==> config.mk <==
export PLATFORM = sky130hd
export DESIGN_NAME = dns_name_checker_core_flat
export DESIGN_NICKNAME = d
export VERILOG_FILES = /design/src/rtl/dnsc_pkg.sv /design/src/rtl/dnsc_in_if.sv /design/src/rtl/dnsc_out_if.sv /design/src/rtl/dns_name_checker_core.sv /design/src/rtl/dnsc_front.sv /design/src/rtl/dnsc_queue.sv /design/src/rtl/dnsc_back.sv /design/src/flat_wrapper.sv
export SDC_FILE = /design/constraint.sdc
export NUM_CORES = 1
export LEC_CHECK = 0
export BUFFER_PORTS_ARGS = -buffer_cell sky130_fd_sc_hd__buf_2
export CAP_MARGIN = 10
export CORE_MARGIN = 10
export CORE_UTILIZATION = 50
export CTS_BUF_LIST = sky130_fd_sc_hd__clkbuf_4 sky130_fd_sc_hd__clkbuf_8 sky130_fd_sc_hd__clkbuf_16
export DETAILED_ROUTE_END_ITERATION = 6
export PLACE_DENSITY = 0.78
export SLEW_MARGIN = 40
export SYNTH_ARGS = -nofsm -noshare
export SYNTH_HDL_FRONTEND = slang
export SYNTH_SLANG_ARGS = --single-unit
==> constraint.sdc <==
create_clock -name clk -period 4.15 [get_ports clk]
set_input_delay 0.2075 -clock clk [delete_from_list [all_inputs] [get_ports clk]]
set_output_delay 0.2075 -clock clk [all_outputs]
set_load 0.05 [all_outputs]
==> src/rtl/dnsc_pkg.sv <==
// dnsc_pkg: shared types, constants and helpers for the dns name checker
// no dependencies; imported by every module of the block

package dnsc_pkg;

  // name and label limits, and the counter widths that follow from them
  localparam int MAX_NAME_LEN  = 255;
  localparam int MAX_LABEL_LEN = 63;
  localparam int NAME_W        = $clog2(MAX_NAME_LEN + 2);
  localparam int LABEL_W       = $clog2(MAX_LABEL_LEN + 2);
  localparam logic [NAME_W-1:0]  NAME_LIMIT  = NAME_W'(MAX_NAME_LEN);
  localparam logic [LABEL_W-1:0] LABEL_LIMIT = LABEL_W'(MAX_LABEL_LEN);

  // queue between front and back
  localparam int QUEUE_DEPTH = 4;
  localparam int QPTR_W      = $clog2(QUEUE_DEPTH);
  localparam int QCNT_W      = $clog2(QUEUE_DEPTH + 1);

  // characters with a meaning of their own
  localparam logic [7:0] CH_DOT    = 8'h2E;
  localparam logic [7:0] CH_STAR   = 8'h2A;
  localparam logic [7:0] CH_DASH   = 8'h2D;
  localparam logic [7:0] CH_USCORE = 8'h5F;

  // verdict codes
  typedef enum logic [2:0] {
    ST_OK         = 3'd0,
    ST_TOO_LONG   = 3'd1,
    ST_LONE       = 3'd2,
    ST_LEAD_DOT   = 3'd3,
    ST_BAD_CHAR   = 3'd4,
    ST_DOUBLE_DOT = 3'd5,
    ST_LABEL_LONG = 3'd6
  } dnsc_status_t;

  // one classified character on its way to the back end
  typedef struct packed {
    logic [7:0]   ch;
    logic         last;
    dnsc_status_t status;
    logic         append;
  } dnsc_job_t;

  function automatic logic is_upper(input logic [7:0] c);
    return (c >= 8'h41) && (c <= 8'h5A);
  endfunction

  // letters, digits, dash and underscore
  function automatic logic is_plain(input logic [7:0] c);
    return ((c >= 8'h61) && (c <= 8'h7A)) || is_upper(c) ||
           ((c >= 8'h30) && (c <= 8'h39)) || (c == CH_DASH) || (c == CH_USCORE);
  endfunction

endpackage

==> src/rtl/dnsc_in_if.sv <==
// dnsc_in_if: request channel carrying one name character
// no dependencies

interface dnsc_in_if;
  logic       valid;
  logic       ready;
  logic [7:0] name_char;
  logic       allow_wildcard;
  logic       last_char;

  modport source (output valid, name_char, allow_wildcard, last_char, input ready);
  modport sink   (input valid, name_char, allow_wildcard, last_char, output ready);
endinterface

==> src/rtl/dnsc_out_if.sv <==
// dnsc_out_if: result channel carrying one normalised character and verdict
// no dependencies

interface dnsc_out_if;
  logic       valid;
  logic       ready;
  logic [7:0] out_char;
  logic       out_last;
  logic [2:0] status;

  modport source (output valid, out_char, out_last, status, input ready);
  modport sink   (input valid, out_char, out_last, status, output ready);
endinterface

==> src/rtl/dns_name_checker_core.sv <==
// channel    dir  payload                                  handshake
// name_req   in   name_char[7:0] allow_wildcard last_char  valid/ready
// result     out  out_char[7:0] out_last status[2:0]       valid/ready
//
// one request accepted per cycle while the queue has room; each is written into the queue,
// and its results are loaded into the result register once that register is free or taken
// a passing name not ending in a dot yields two results, so result rate of one per cycle
// while the sink is ready sets the pace when such names arrive back to back
// the four-entry queue lets the front keep taking requests while results stall
// synchronous reset clears name state, queue pointers and result valid; no clearing pass
// dns_name_checker_core: top level; depends on dnsc_pkg, interfaces, front, queue, back

module dns_name_checker_core
  import dnsc_pkg::*;
(
  input  logic       clk,
  input  logic       rst,
  dnsc_in_if.sink    name_req,
  dnsc_out_if.source result
);

  dnsc_job_t push_job;
  logic      push_valid;
  logic      push_ready;
  dnsc_job_t head_job;
  logic      head_valid;
  logic      pop;

  // classification
  dnsc_front u_front (
    .clk       (clk),
    .rst       (rst),
    .name_req  (name_req),
    .job       (push_job),
    .job_valid (push_valid),
    .job_ready (push_ready)
  );

  // decoupling queue
  dnsc_queue u_queue (
    .clk        (clk),
    .rst        (rst),
    .push_job   (push_job),
    .push_valid (push_valid),
    .push_ready (push_ready),
    .head_job   (head_job),
    .head_valid (head_valid),
    .pop        (pop)
  );

  // result generation
  dnsc_back u_back (
    .clk        (clk),
    .rst        (rst),
    .head_job   (head_job),
    .head_valid (head_valid),
    .pop        (pop),
    .result     (result)
  );

endmodule

==> src/rtl/dnsc_front.sv <==
// dnsc_front: accepts characters, tracks name and label state, classifies
// depends on dnsc_pkg and dnsc_in_if

module dnsc_front
  import dnsc_pkg::*;
(
  input  logic          clk,
  input  logic          rst,
  dnsc_in_if.sink       name_req,
  output dnsc_job_t     job,
  output logic          job_valid,
  input  logic          job_ready
);

  logic [NAME_W-1:0]  char_count;
  logic [LABEL_W-1:0] label_length;
  logic               previous_was_dot;
  logic               star_pending;
  logic               first_was_dot;
  logic               wildcard_latched;
  dnsc_status_t       fault_code;

  logic [NAME_W-1:0]  char_count_next;
  logic [LABEL_W-1:0] label_length_next;
  logic               previous_was_dot_next;
  logic               star_pending_next;
  logic               first_was_dot_next;
  logic               wildcard_latched_next;
  dnsc_status_t       fault_code_next;

  logic               accept;
  logic               first;
  logic               is_dot;
  logic               wild_cur;
  logic               prev_dot_cur;
  dnsc_status_t       status;

  assign accept          = name_req.valid && job_ready;
  assign name_req.ready  = job_ready;
  assign job_valid       = name_req.valid;

  // per-character checks and state update
  always_comb begin
    first    = (char_count == '0);
    is_dot   = (name_req.name_char == CH_DOT);
    wild_cur = first ? name_req.allow_wildcard : wildcard_latched;
    prev_dot_cur = first ? 1'b0 : previous_was_dot;

    first_was_dot_next    = first ? is_dot : first_was_dot;
    wildcard_latched_next = wild_cur;
    label_length_next     = label_length;
    fault_code_next       = fault_code;
    star_pending_next     = 1'b0;
    previous_was_dot_next = 1'b0;

    // settle a star held over from the previous character
    if (star_pending) begin
      if (!is_dot) begin
        if (fault_code_next == ST_OK) fault_code_next = ST_BAD_CHAR;
      end else begin
        if (label_length_next <= LABEL_LIMIT) label_length_next = label_length_next + 1'b1;
        if ((label_length_next > LABEL_LIMIT) && (fault_code_next == ST_OK))
          fault_code_next = ST_LABEL_LONG;
      end
    end

    // classify this character
    if ((name_req.name_char == CH_STAR) && wild_cur && !name_req.last_char) begin
      star_pending_next = 1'b1;
    end else if (is_dot) begin
      if (prev_dot_cur && (fault_code_next == ST_OK)) fault_code_next = ST_DOUBLE_DOT;
      label_length_next     = '0;
      previous_was_dot_next = 1'b1;
    end else if (is_plain(name_req.name_char)) begin
      if (label_length_next <= LABEL_LIMIT) label_length_next = label_length_next + 1'b1;
      if ((label_length_next > LABEL_LIMIT) && (fault_code_next == ST_OK))
        fault_code_next = ST_LABEL_LONG;
    end else begin
      if (fault_code_next == ST_OK) fault_code_next = ST_BAD_CHAR;
    end

    char_count_next = (char_count <= NAME_LIMIT) ? char_count + 1'b1 : char_count;
  end

  // verdict for the name, taken on its final character
  always_comb begin
    if (char_count_next > NAME_LIMIT)
      status = ST_TOO_LONG;
    else if ((char_count_next == NAME_W'(1)) && !is_dot)
      status = ST_LONE;
    else if ((char_count_next > NAME_W'(1)) && first_was_dot_next)
      status = ST_LEAD_DOT;
    else
      status = fault_code_next;
  end

  // job for the back end
  always_comb begin
    job.ch     = is_upper(name_req.name_char) ? (name_req.name_char | 8'h20)
                                              : name_req.name_char;
    job.last   = name_req.last_char;
    job.status = name_req.last_char ? status : ST_OK;
    job.append = name_req.last_char && (status == ST_OK) && !is_dot;
  end

  // state registers, back to reset after each final character
  always_ff @(posedge clk) begin
    if (rst || (accept && name_req.last_char)) begin
      char_count       <= '0;
      label_length     <= '0;
      previous_was_dot <= 1'b0;
      star_pending     <= 1'b0;
      first_was_dot    <= 1'b0;
      wildcard_latched <= 1'b0;
      fault_code       <= ST_OK;
    end else if (accept) begin
      char_count       <= char_count_next;
      label_length     <= label_length_next;
      previous_was_dot <= previous_was_dot_next;
      star_pending     <= star_pending_next;
      first_was_dot    <= first_was_dot_next;
      wildcard_latched <= wildcard_latched_next;
      fault_code       <= fault_code_next;
    end
  end

  // a held star always follows at least one character of the same name
  a_star_not_first: assert property (@(posedge clk) disable iff (rst)
    star_pending |-> (char_count != '0))
    else $error("star pending at start of name");

  // label counter saturates one past the limit
  a_label_sat: assert property (@(posedge clk) disable iff (rst)
    label_length <= LABEL_LIMIT + 1'b1)
    else $error("label length beyond saturation");

  // counters restart after a final character
  a_restart: assert property (@(posedge clk) disable iff (rst)
    (accept && name_req.last_char) |=> ((char_count == '0) && (fault_code == ST_OK)))
    else $error("state not cleared after final character");

endmodule

==> src/rtl/dnsc_queue.sv <==
// dnsc_queue: short first-in first-out queue of classified characters
// depends on dnsc_pkg

module dnsc_queue
  import dnsc_pkg::*;
(
  input  logic      clk,
  input  logic      rst,
  input  dnsc_job_t push_job,
  input  logic      push_valid,
  output logic      push_ready,
  output dnsc_job_t head_job,
  output logic      head_valid,
  input  logic      pop
);

  dnsc_job_t          slots [QUEUE_DEPTH];
  logic [QPTR_W-1:0]  wr_ptr;
  logic [QPTR_W-1:0]  rd_ptr;
  logic [QCNT_W-1:0]  fill;
  logic               push;

  assign push_ready = (fill != QCNT_W'(QUEUE_DEPTH));
  assign head_valid = (fill != '0);
  assign head_job   = slots[rd_ptr];
  assign push       = push_valid && push_ready;

  // storage
  always_ff @(posedge clk) begin
    if (push) slots[wr_ptr] <= push_job;
  end

  // pointers and fill level
  always_ff @(posedge clk) begin
    if (rst) begin
      wr_ptr <= '0;
      rd_ptr <= '0;
      fill   <= '0;
    end else begin
      if (push) wr_ptr <= wr_ptr + 1'b1;
      if (pop)  rd_ptr <= rd_ptr + 1'b1;
      case ({push, pop})
        2'b10:   fill <= fill + 1'b1;
        2'b01:   fill <= fill - 1'b1;
        default: fill <= fill;
      endcase
    end
  end

  a_no_underflow: assert property (@(posedge clk) disable iff (rst)
    pop |-> head_valid)
    else $error("pop from empty queue");

  a_fill_bound: assert property (@(posedge clk) disable iff (rst)
    fill <= QCNT_W'(QUEUE_DEPTH))
    else $error("queue overfilled");

  a_ptr_gap: assert property (@(posedge clk) disable iff (rst)
    (fill != QCNT_W'(QUEUE_DEPTH)) |-> (QPTR_W'(wr_ptr - rd_ptr) == fill[QPTR_W-1:0]))
    else $error("queue pointers disagree with fill level");

endmodule

==> src/rtl/dnsc_back.sv <==
// dnsc_back: drains the queue into the result register, adding the trailing dot
// depends on dnsc_pkg and dnsc_out_if

module dnsc_back
  import dnsc_pkg::*;
(
  input  logic      clk,
  input  logic      rst,
  input  dnsc_job_t head_job,
  input  logic      head_valid,
  output logic      pop,
  dnsc_out_if.source result
);

  logic         out_valid;
  logic [7:0]   out_char;
  logic         out_last;
  dnsc_status_t out_status;
  logic         phase;
  logic         load;

  assign load = head_valid && (!out_valid || result.ready);
  // a job needing a dot leaves the queue only with its second result
  assign pop  = load && (!head_job.append || phase);

  assign result.valid    = out_valid;
  assign result.out_char = out_char;
  assign result.out_last = out_last;
  assign result.status   = out_status;

  // control
  always_ff @(posedge clk) begin
    if (rst) begin
      out_valid <= 1'b0;
      phase     <= 1'b0;
    end else if (load) begin
      out_valid <= 1'b1;
      phase     <= head_job.append && !phase;
    end else if (result.ready) begin
      out_valid <= 1'b0;
    end
  end

  // result payload
  always_ff @(posedge clk) begin
    if (load) begin
      if (phase) begin
        out_char   <= CH_DOT;
        out_last   <= 1'b1;
        out_status <= ST_OK;
      end else if (head_job.append) begin
        out_char   <= head_job.ch;
        out_last   <= 1'b0;
        out_status <= ST_OK;
      end else begin
        out_char   <= head_job.ch;
        out_last   <= head_job.last;
        out_status <= head_job.status;
      end
    end
  end

  // while the dot is owed, the register holds the plain echo of the last char
  a_phase_echo: assert property (@(posedge clk) disable iff (rst)
    phase |-> (out_valid && !out_last && (out_status == ST_OK)))
    else $error("owed dot without matching echo");

  a_dot_follows: assert property (@(posedge clk) disable iff (rst)
    (load && phase) |=> (out_valid && out_last && (out_char == CH_DOT)))
    else $error("trailing dot not emitted");

  a_mid_ok: assert property (@(posedge clk) disable iff (rst)
    (out_valid && !out_last) |-> (out_status == ST_OK))
    else $error("verdict on a non-final result");

endmodule
==> src/flat_wrapper.sv <==
// flat-port wrapper written by rule: the top's interface ports become plain ports
module dns_name_checker_core_flat import dnsc_pkg::*;
  (clk, rst, name_req_valid, name_req_name_char, name_req_allow_wildcard, name_req_last_char, name_req_ready, result_valid, result_out_char, result_out_last, result_status, result_ready);
  dnsc_in_if name_req_i ();
  dnsc_out_if result_i ();
  input  logic clk;
  input  logic rst;
  input wire logic [$bits(name_req_i.valid)-1:0] name_req_valid;
  input wire logic [$bits(name_req_i.name_char)-1:0] name_req_name_char;
  input wire logic [$bits(name_req_i.allow_wildcard)-1:0] name_req_allow_wildcard;
  input wire logic [$bits(name_req_i.last_char)-1:0] name_req_last_char;
  output wire logic [$bits(name_req_i.ready)-1:0] name_req_ready;
  output wire logic [$bits(result_i.valid)-1:0] result_valid;
  output wire logic [$bits(result_i.out_char)-1:0] result_out_char;
  output wire logic [$bits(result_i.out_last)-1:0] result_out_last;
  output wire logic [$bits(result_i.status)-1:0] result_status;
  input wire logic [$bits(result_i.ready)-1:0] result_ready;
  assign name_req_i.valid = name_req_valid;
  assign name_req_i.name_char = name_req_name_char;
  assign name_req_i.allow_wildcard = name_req_allow_wildcard;
  assign name_req_i.last_char = name_req_last_char;
  assign name_req_ready = name_req_i.ready;
  assign result_valid = result_i.valid;
  assign result_out_char = result_i.out_char;
  assign result_out_last = result_i.out_last;
  assign result_status = result_i.status;
  assign result_i.ready = result_ready;
  dns_name_checker_core u_core (.clk(clk), .rst(rst), .name_req(name_req_i), .result(result_i));
endmodule
# Word-level counts from Yosys, hierarchy flattened
# Memory sizes are Yosys's and may differ from the RTL's. A register that Yosys moved wholly into a read port is not among the register bits.
# Index checks and enable logic that the tools add are counted.
[op_classes]
n_addsub = 7
magnitude_cmp = 13
eq_ne = 8
mux = 42
n_reduce_logical = 37
[op_table]
columns = ["cell", "n"]
rows = [
  ["2-to-1 mux 7 bit", 12],
  ["2-to-1 mux 3 bit", 14],
  ["== test 8 x 6 -> 1 bit, second input constant", 3],
  ["logical AND 1 bit", 17],
  [">= comparator 8 x 7 -> 1 bit, second input constant", 2],
  ["<= comparator 8 x 7 -> 1 bit, second input constant", 2],
  ["adder 7 x 1 -> 7 bit, second input constant", 2],
  ["greater-than comparator 7 x 6 -> 1 bit, second input constant", 2],
  ["<= comparator 7 x 6 -> 1 bit, second input constant", 2],
  ["2-to-1 mux 1 bit", 11],
  ["adder 9 x 1 -> 9 bit, second input constant", 1],
  ["== test 9 x 1 -> 1 bit, second input constant", 1],
  ["greater-than comparator 9 x 1 -> 1 bit, second input constant", 1],
  ["greater-than comparator 9 x 8 -> 1 bit, second input constant", 1],
  ["<= comparator 9 x 8 -> 1 bit, second input constant", 1],
  ["zero test 3 bit", 3],
  ["zero test 9 bit", 1],
  ["2-to-1 mux 9 bit", 1],
  ["== test 8 x 7 -> 1 bit, second input constant", 1],
  [">= comparator 8 x 6 -> 1 bit, second input constant", 1],
  ["<= comparator 8 x 6 -> 1 bit, second input constant", 1],
  ["logical OR 1 bit", 7],
  ["2-to-1 mux 6 bit", 1],
  ["case mux 3 bit (2 select lines)", 1],
  ["other kinds (11)", 18],
]
[word_totals]
reg_bits = 44
mem_bits_rw = 52
inputBits = 14
out_inout_bits = 14
elab_cells = 123
memories = 1
[memory_table]
columns = ["memory", "depth", "width", "read_ports", "rd_clocked_by_memory_dff", "write_ports", "line", "text"]
rows = [
  ["u_core.u_queue.slots", 4, 13, 1, 1, 1, "dnsc_queue.sv:17", "dnsc_job_t slots [QUEUE_DEPTH];"],
]

# Longest topological paths before layout
[depth]
word_depth = 23
ltp_mapped = 13
ltp_nobuf = 12

# Hierarchy
# From an unflattened synthesis, not the netlist that was laid out.
[hier_totals]
hier_cells = 402
hier_area_um2 = 4864.7
[by_module_without_submodules]
columns = ["mod", "n_inst", "cells_each", "area_per_inst_um2", "seq_area_each_um2"]
rows = [
  ["dnsc_queue", 1, 118, 2344.7, 1741.7],
  ["dnsc_front", 1, 246, 1961.9, 460.4],
  ["dnsc_back", 1, 38, 558.0, 400.4],
]

# Worst setup path before layout
# No wires, ideal clock.
[synth_path]
path_kind = "register to register"
start = "register u_core.u_queue.fill[0]"
end = "register u_core.u_queue.fill[2]"
setup_time_ns = 0.071
t_arrival_ns = 2.918
required_ns = 4.079
setup_slack_ns = 1.162
stages_incl_launch_ff = 13
n_path_buf = 2
synth_period_minus_slack_ns = 2.988
path_cell_list = "dfxtp_1 -> inv_1 -> nand3_1 -> and2_1 -> clkbuf_1 -> inv_1 -> clkbuf_1 -> ha_1 -> inv_1 -> fa_1 -> xor2_1 -> or3_1 -> a21oi_1"
[synth_between]
elab_cells_between_ends = 11
classes_between = "add/sub (2); eq/ne (3); mux (1); reduce/logical (5)"
[synth_lines]
columns = ["element", "line", "text"]
rows = [
  ["start: declaration", "dnsc_queue.sv:20", "logic [QCNT_W-1:0] fill;"],
  ["start signal: assignment", "dnsc_queue.sv:43", "2'b10: fill <= fill + 1'b1;"],
  ["start signal: assignment", "dnsc_queue.sv:44", "2'b01: fill <= fill - 1'b1;"],
  ["start signal: assignment", "dnsc_queue.sv:45", "default: fill <= fill;"],
  ["!= test 3 bit *", "dnsc_queue.sv:23", "assign push_ready = (fill != QCNT_W'(QUEUE_DEPTH));"],
  ["named net name_req_ready", "flat_wrapper.sv:12", "output wire logic [$bits(name_req_i.ready)-1:0] name_req_ready;"],
  ["logical AND 1 bit *", "dnsc_queue.sv:26", "assign push = push_valid && push_ready;"],
  ["== test 2 x 1 -> 1 bit or == test 2 bit (tied branches)", "dnsc_queue.sv:42", "case ({push, pop})"],
  ["case mux 3 bit (2 select lines) or nonzero test 2 bit (tied branches)", "--", ""],
]
# Mark *: on every way through the listed nets, which the timed path passes. The rest lies on a longest branch.
# A chain may end at the register's enable or synchronous reset.

==> impl_metrics.yaml <==
min_path:
  worstHoldPathType: "input pin to flip-flop"
  worstHoldStart: "name_req_allow_wildcard"
  timing.hold.worst_path_depth: 3
  whs_endpoint: "u_core.u_front.wildcard_latched"
final_layout:
  syn_to_final_growth_pct: 8.891
  area.sequential_mm2: 0.002603
  n_fill_cell: 782
  final_layout_size_suffix_gt1_share_pct: 17.47
  diodes: 0
  net_count_final: 454
  multi_input_area_mm2: 0.001982
  fin_cells: 564
clocking:
  cts.htree.levels: 3
  number_of_buffers_between_clock_root_and_the_deepest_sink: 2
  tritoncts_num_sinks: 98
  root_buffer: "sky130_fd_sc_hd__clkbuf_8"
  tritoncts.num_buffers: 9
  path_clk_slew_ps: 100
  cts.repair_timing.setup_buffer_count: 0
  clkLatencyLatePin_ps: 360
  cts_hold_buf: 0
  cts_tree: "yes"
  cts_repair_resize_count: 0
sta:
  slew_violations: 0
  clock-skew-final_ps: 15.25
  slew_headroom_pct: 55.99
  worst_hold_margin_ps: 104.4
  fmaxAchievable_ghz: 0.2881
  rsz0062_at_grt: "false"
  final.setup.tns_ps: 0
  postLayoutSetupSlackWorst_ps: 678.8
  worst_margin_pin_slew_ps: 654.1
  setup_viol: 0
  final_hold_viol_count: 0
  final_period_minus_worst_setup_slack_ps: 3471
  layout_worst_path_cycle_share_pct: 83.64
logic_synthesis:
  ys.flop_type: "sky130_fd_sc_hd__edfxtp_1"
  post_synth_main_area_contributors: "sky130_fd_sc_hd__edfxtp_1, sky130_fd_sc_hd__dfxtp_1, sky130_fd_sc_hd__mux4_2, sky130_fd_sc_hd__nand2_1, sky130_fd_sc_hd__nor2_1"
  ys_types: 63
  number_of_synthesized_flops_with_an_enable_pin: 64
  most_frequently_used_cell_type_in_the_post_synthesis_netlist: "sky130_fd_sc_hd__edfxtp_1"
  post-synth-top-area-cell: "sky130_fd_sc_hd__edfxtp_1"
  yosysWarningCount: 0
  syn_inst: 410
  number_of_register_bits_inferred_by_synthesis: 98
  postSynthAreaPerCell_um2: 11.53
  synth_common_cells: "sky130_fd_sc_hd__edfxtp_1, sky130_fd_sc_hd__nand2_1, sky130_fd_sc_hd__nor2_1"
  syn_nets: 434
  synth_top_area_share_pct: 40.65
  synth_seq_area_share_pct: 55.04
  synth_area_mm2: 0.004728
  asyncSetResetFlopFracSynth_pct: 0
global_route:
  first_pass_grt_wire_length_um: 15120
  grt_antenna_before_repair: 0
  grt_pass1_vias: 3085
  track_usage_pct: 13.76
  grt_max_degree: 19
  grt_overflow: 0
pwr:
  peakVddDrop_v: 0.0002606
  static-leakage-power_nw: 1.791
  power_density_mw_per_mm2: 557.4
critical_path:
  rr_worst_depth: 11
  timing.critical_path.arrival_ps: 3610
  critical_path.reg2reg.startpoint: "u_core.u_front.label_length[0]"
  critPathRequiredTime_ps: 4290
  critPathLaunch: "u_core.u_front.label_length[0]"
  worst_r2r_endpoint: "u_core.u_queue.slots[2][3]"
  critPathLaunchType: "flip-flop"
  criticalPathCategory: "flip-flop to flip-flop"
  worstSetupEndpointType: "flip-flop"
  cp_max_fo: 11
  worst_reg_to_reg_setup_slack_ps: 680
floorplan:
  die_area_mm2: 0.01375
  std_cell_rows: 35
  start_util_pct: 51.17
  die-height_um: 117.2
  core-area_mm2: 0.009240
  io_pins: 28
  die_x_um: 117.2
drt:
  ant_nets: 0
  wl_per_cell_um: 15.97
  dr.pass1.iters: 4
  wl_um: 9008
  via_count_of_the_routed_design: 3247
  detail_route.iter0.violations: 241
  post_drt_via_cell_ratio: 5.757
  drc_violation_count_after_routing: 0
place:
  hpwlAfterDp_um: 6316
  placedCellCount: 548
  place_ws_ps: 703.8
  port-buffer-count: 27
  place_congestion: 0.8653
job:
  maxCapViolations: 0
outcome:
  run_status: "completed"
[metal layers]
metal	vias to the layer above	GRT usage (%)	wire [um]
met1	1595	17.62	4105
met3	12	2.548	410
met2	64	23.16	4379
met5	-	0	0
li1	1576	-	-
met4	0	4.119	112
[worst max path at each step]
stage | cells past startpoint | end
after floorplan | 12 | u_core.u_queue.fill[2]
after global placement | 12 | u_core.u_queue.slots[0][3]
after detailed placement | 12 | u_core.u_queue.slots[1][3]
after CTS | 11 | u_core.u_queue.slots[2][3]
after global routing | 11 | u_core.u_queue.slots[0][3]
final | 11 | u_core.u_queue.slots[2][3]
[placed cells by master, fill, tap and decap left out, types with 5 or more instances in the layout]
cell type / synthesis / layout
sky130_fd_sc_hd__or2_2: 7 / 7
sky130_fd_sc_hd__buf_2: 1 / 27
sky130_fd_sc_hd__clkbuf_8: 0 / 9
sky130_fd_sc_hd__edfxtp_1: 64 / 64
sky130_fd_sc_hd__xnor2_1: 8 / 8
sky130_fd_sc_hd__nor3_1: 7 / 7
sky130_fd_sc_hd__xor2_1: 9 / 9
sky130_fd_sc_hd__nor4_1: 7 / 7
sky130_fd_sc_hd__a31oi_1: 7 / 7
sky130_fd_sc_hd__and3_1: 5 / 5
sky130_fd_sc_hd__a21oi_1: 19 / 19
sky130_fd_sc_hd__o21ai_0: 10 / 10
sky130_fd_sc_hd__ha_1: 9 / 9
sky130_fd_sc_hd__dfxtp_1: 34 / 34
sky130_fd_sc_hd__nor2_1: 36 / 36
sky130_fd_sc_hd__mux4_2: 13 / 13
sky130_fd_sc_hd__nand3_1: 12 / 12
sky130_fd_sc_hd__and2_1: 6 / 6
sky130_fd_sc_hd__nand2_1: 36 / 36
sky130_fd_sc_hd__nor2b_1: 5 / 5
sky130_fd_sc_hd__inv_1: 18 / 18
sky130_fd_sc_hd__o31ai_1: 5 / 5
[registers in the layout, indices dropped and copies added (netlist names), named ones only]
register / cells
u_core.u_front.char_count: 9
u_core.u_front.wildcard_latched: 1
u_core.u_front.first_was_dot: 1
u_core.u_queue.fill: 3
u_core.u_front.previous_was_dot: 1
u_core.u_front.label_length: 7
u_core.u_queue.slots: 52
u_core.u_back.result.out_last: 1
u_core.u_queue.rd_ptr: 2
u_core.u_back.result.valid: 1
u_core.u_back.result.status: 3
u_core.u_front.fault_code: 3
u_core.u_front.star_pending: 1
u_core.u_back.phase: 1
u_core.u_queue.wr_ptr: 2
u_core.u_back.result.out_char: 8
[layout make-up]
type	count	area share, %
Sequential cell	98	50.55
Tap cell	129	3.135
Timing Repair Buffer	29	2.916
Inverter	18	1.312
Multi-Input combinational cell	274	38.49
Clock inverter	7	1.191
Clock buffer	9	2.406
[critical path, cell delays in order (launching register included)]
cell	delay, ps
sky130_fd_sc_hd__dfxtp_1	430
sky130_fd_sc_hd__ha_1	370
sky130_fd_sc_hd__nand4b_1	300
sky130_fd_sc_hd__o21ai_0	270
sky130_fd_sc_hd__xnor2_1	150
sky130_fd_sc_hd__ha_1	230
sky130_fd_sc_hd__nor2b_1	200
sky130_fd_sc_hd__nand3_1	120
sky130_fd_sc_hd__a221oi_1	480
sky130_fd_sc_hd__o31a_1	240
sky130_fd_sc_hd__o31ai_1	90
sky130_fd_sc_hd__nor3b_1	370
[cell families after synthesis]
logic type	after synthesis	share of synthesized area, %
buf+inv	38	3.043
compound gates	71	9.923
fa+ha+maj	10	2.805
xor+xnor	17	3.149
mux	18	7.277
simple gates	158	18.76
flops	98	55.04
[power by group]
group | total (mW) | switching (mW) | internal, mW
clock network | 0.579 | 0.349 | 0.230
logic | 0.952 | 0.630 | 0.322
registers | 1.34 | 0.0686 | 1.27
total | 2.87 | 1.05 | 1.82
[through the flow]
step	power (mW)	instance area (um2)	utilization [%]
4_1_cts	2.894	5149	55.72
3_3_place_gp	2.294	4964	53.72
5_1_grt	3.037	5149	55.72
2_1_floorplan	2.106	4728	-
3_5_place_dp	2.326	4964	53.72
6_report	2.870	5149	55.72
Power figures use the tool's default switching activity.
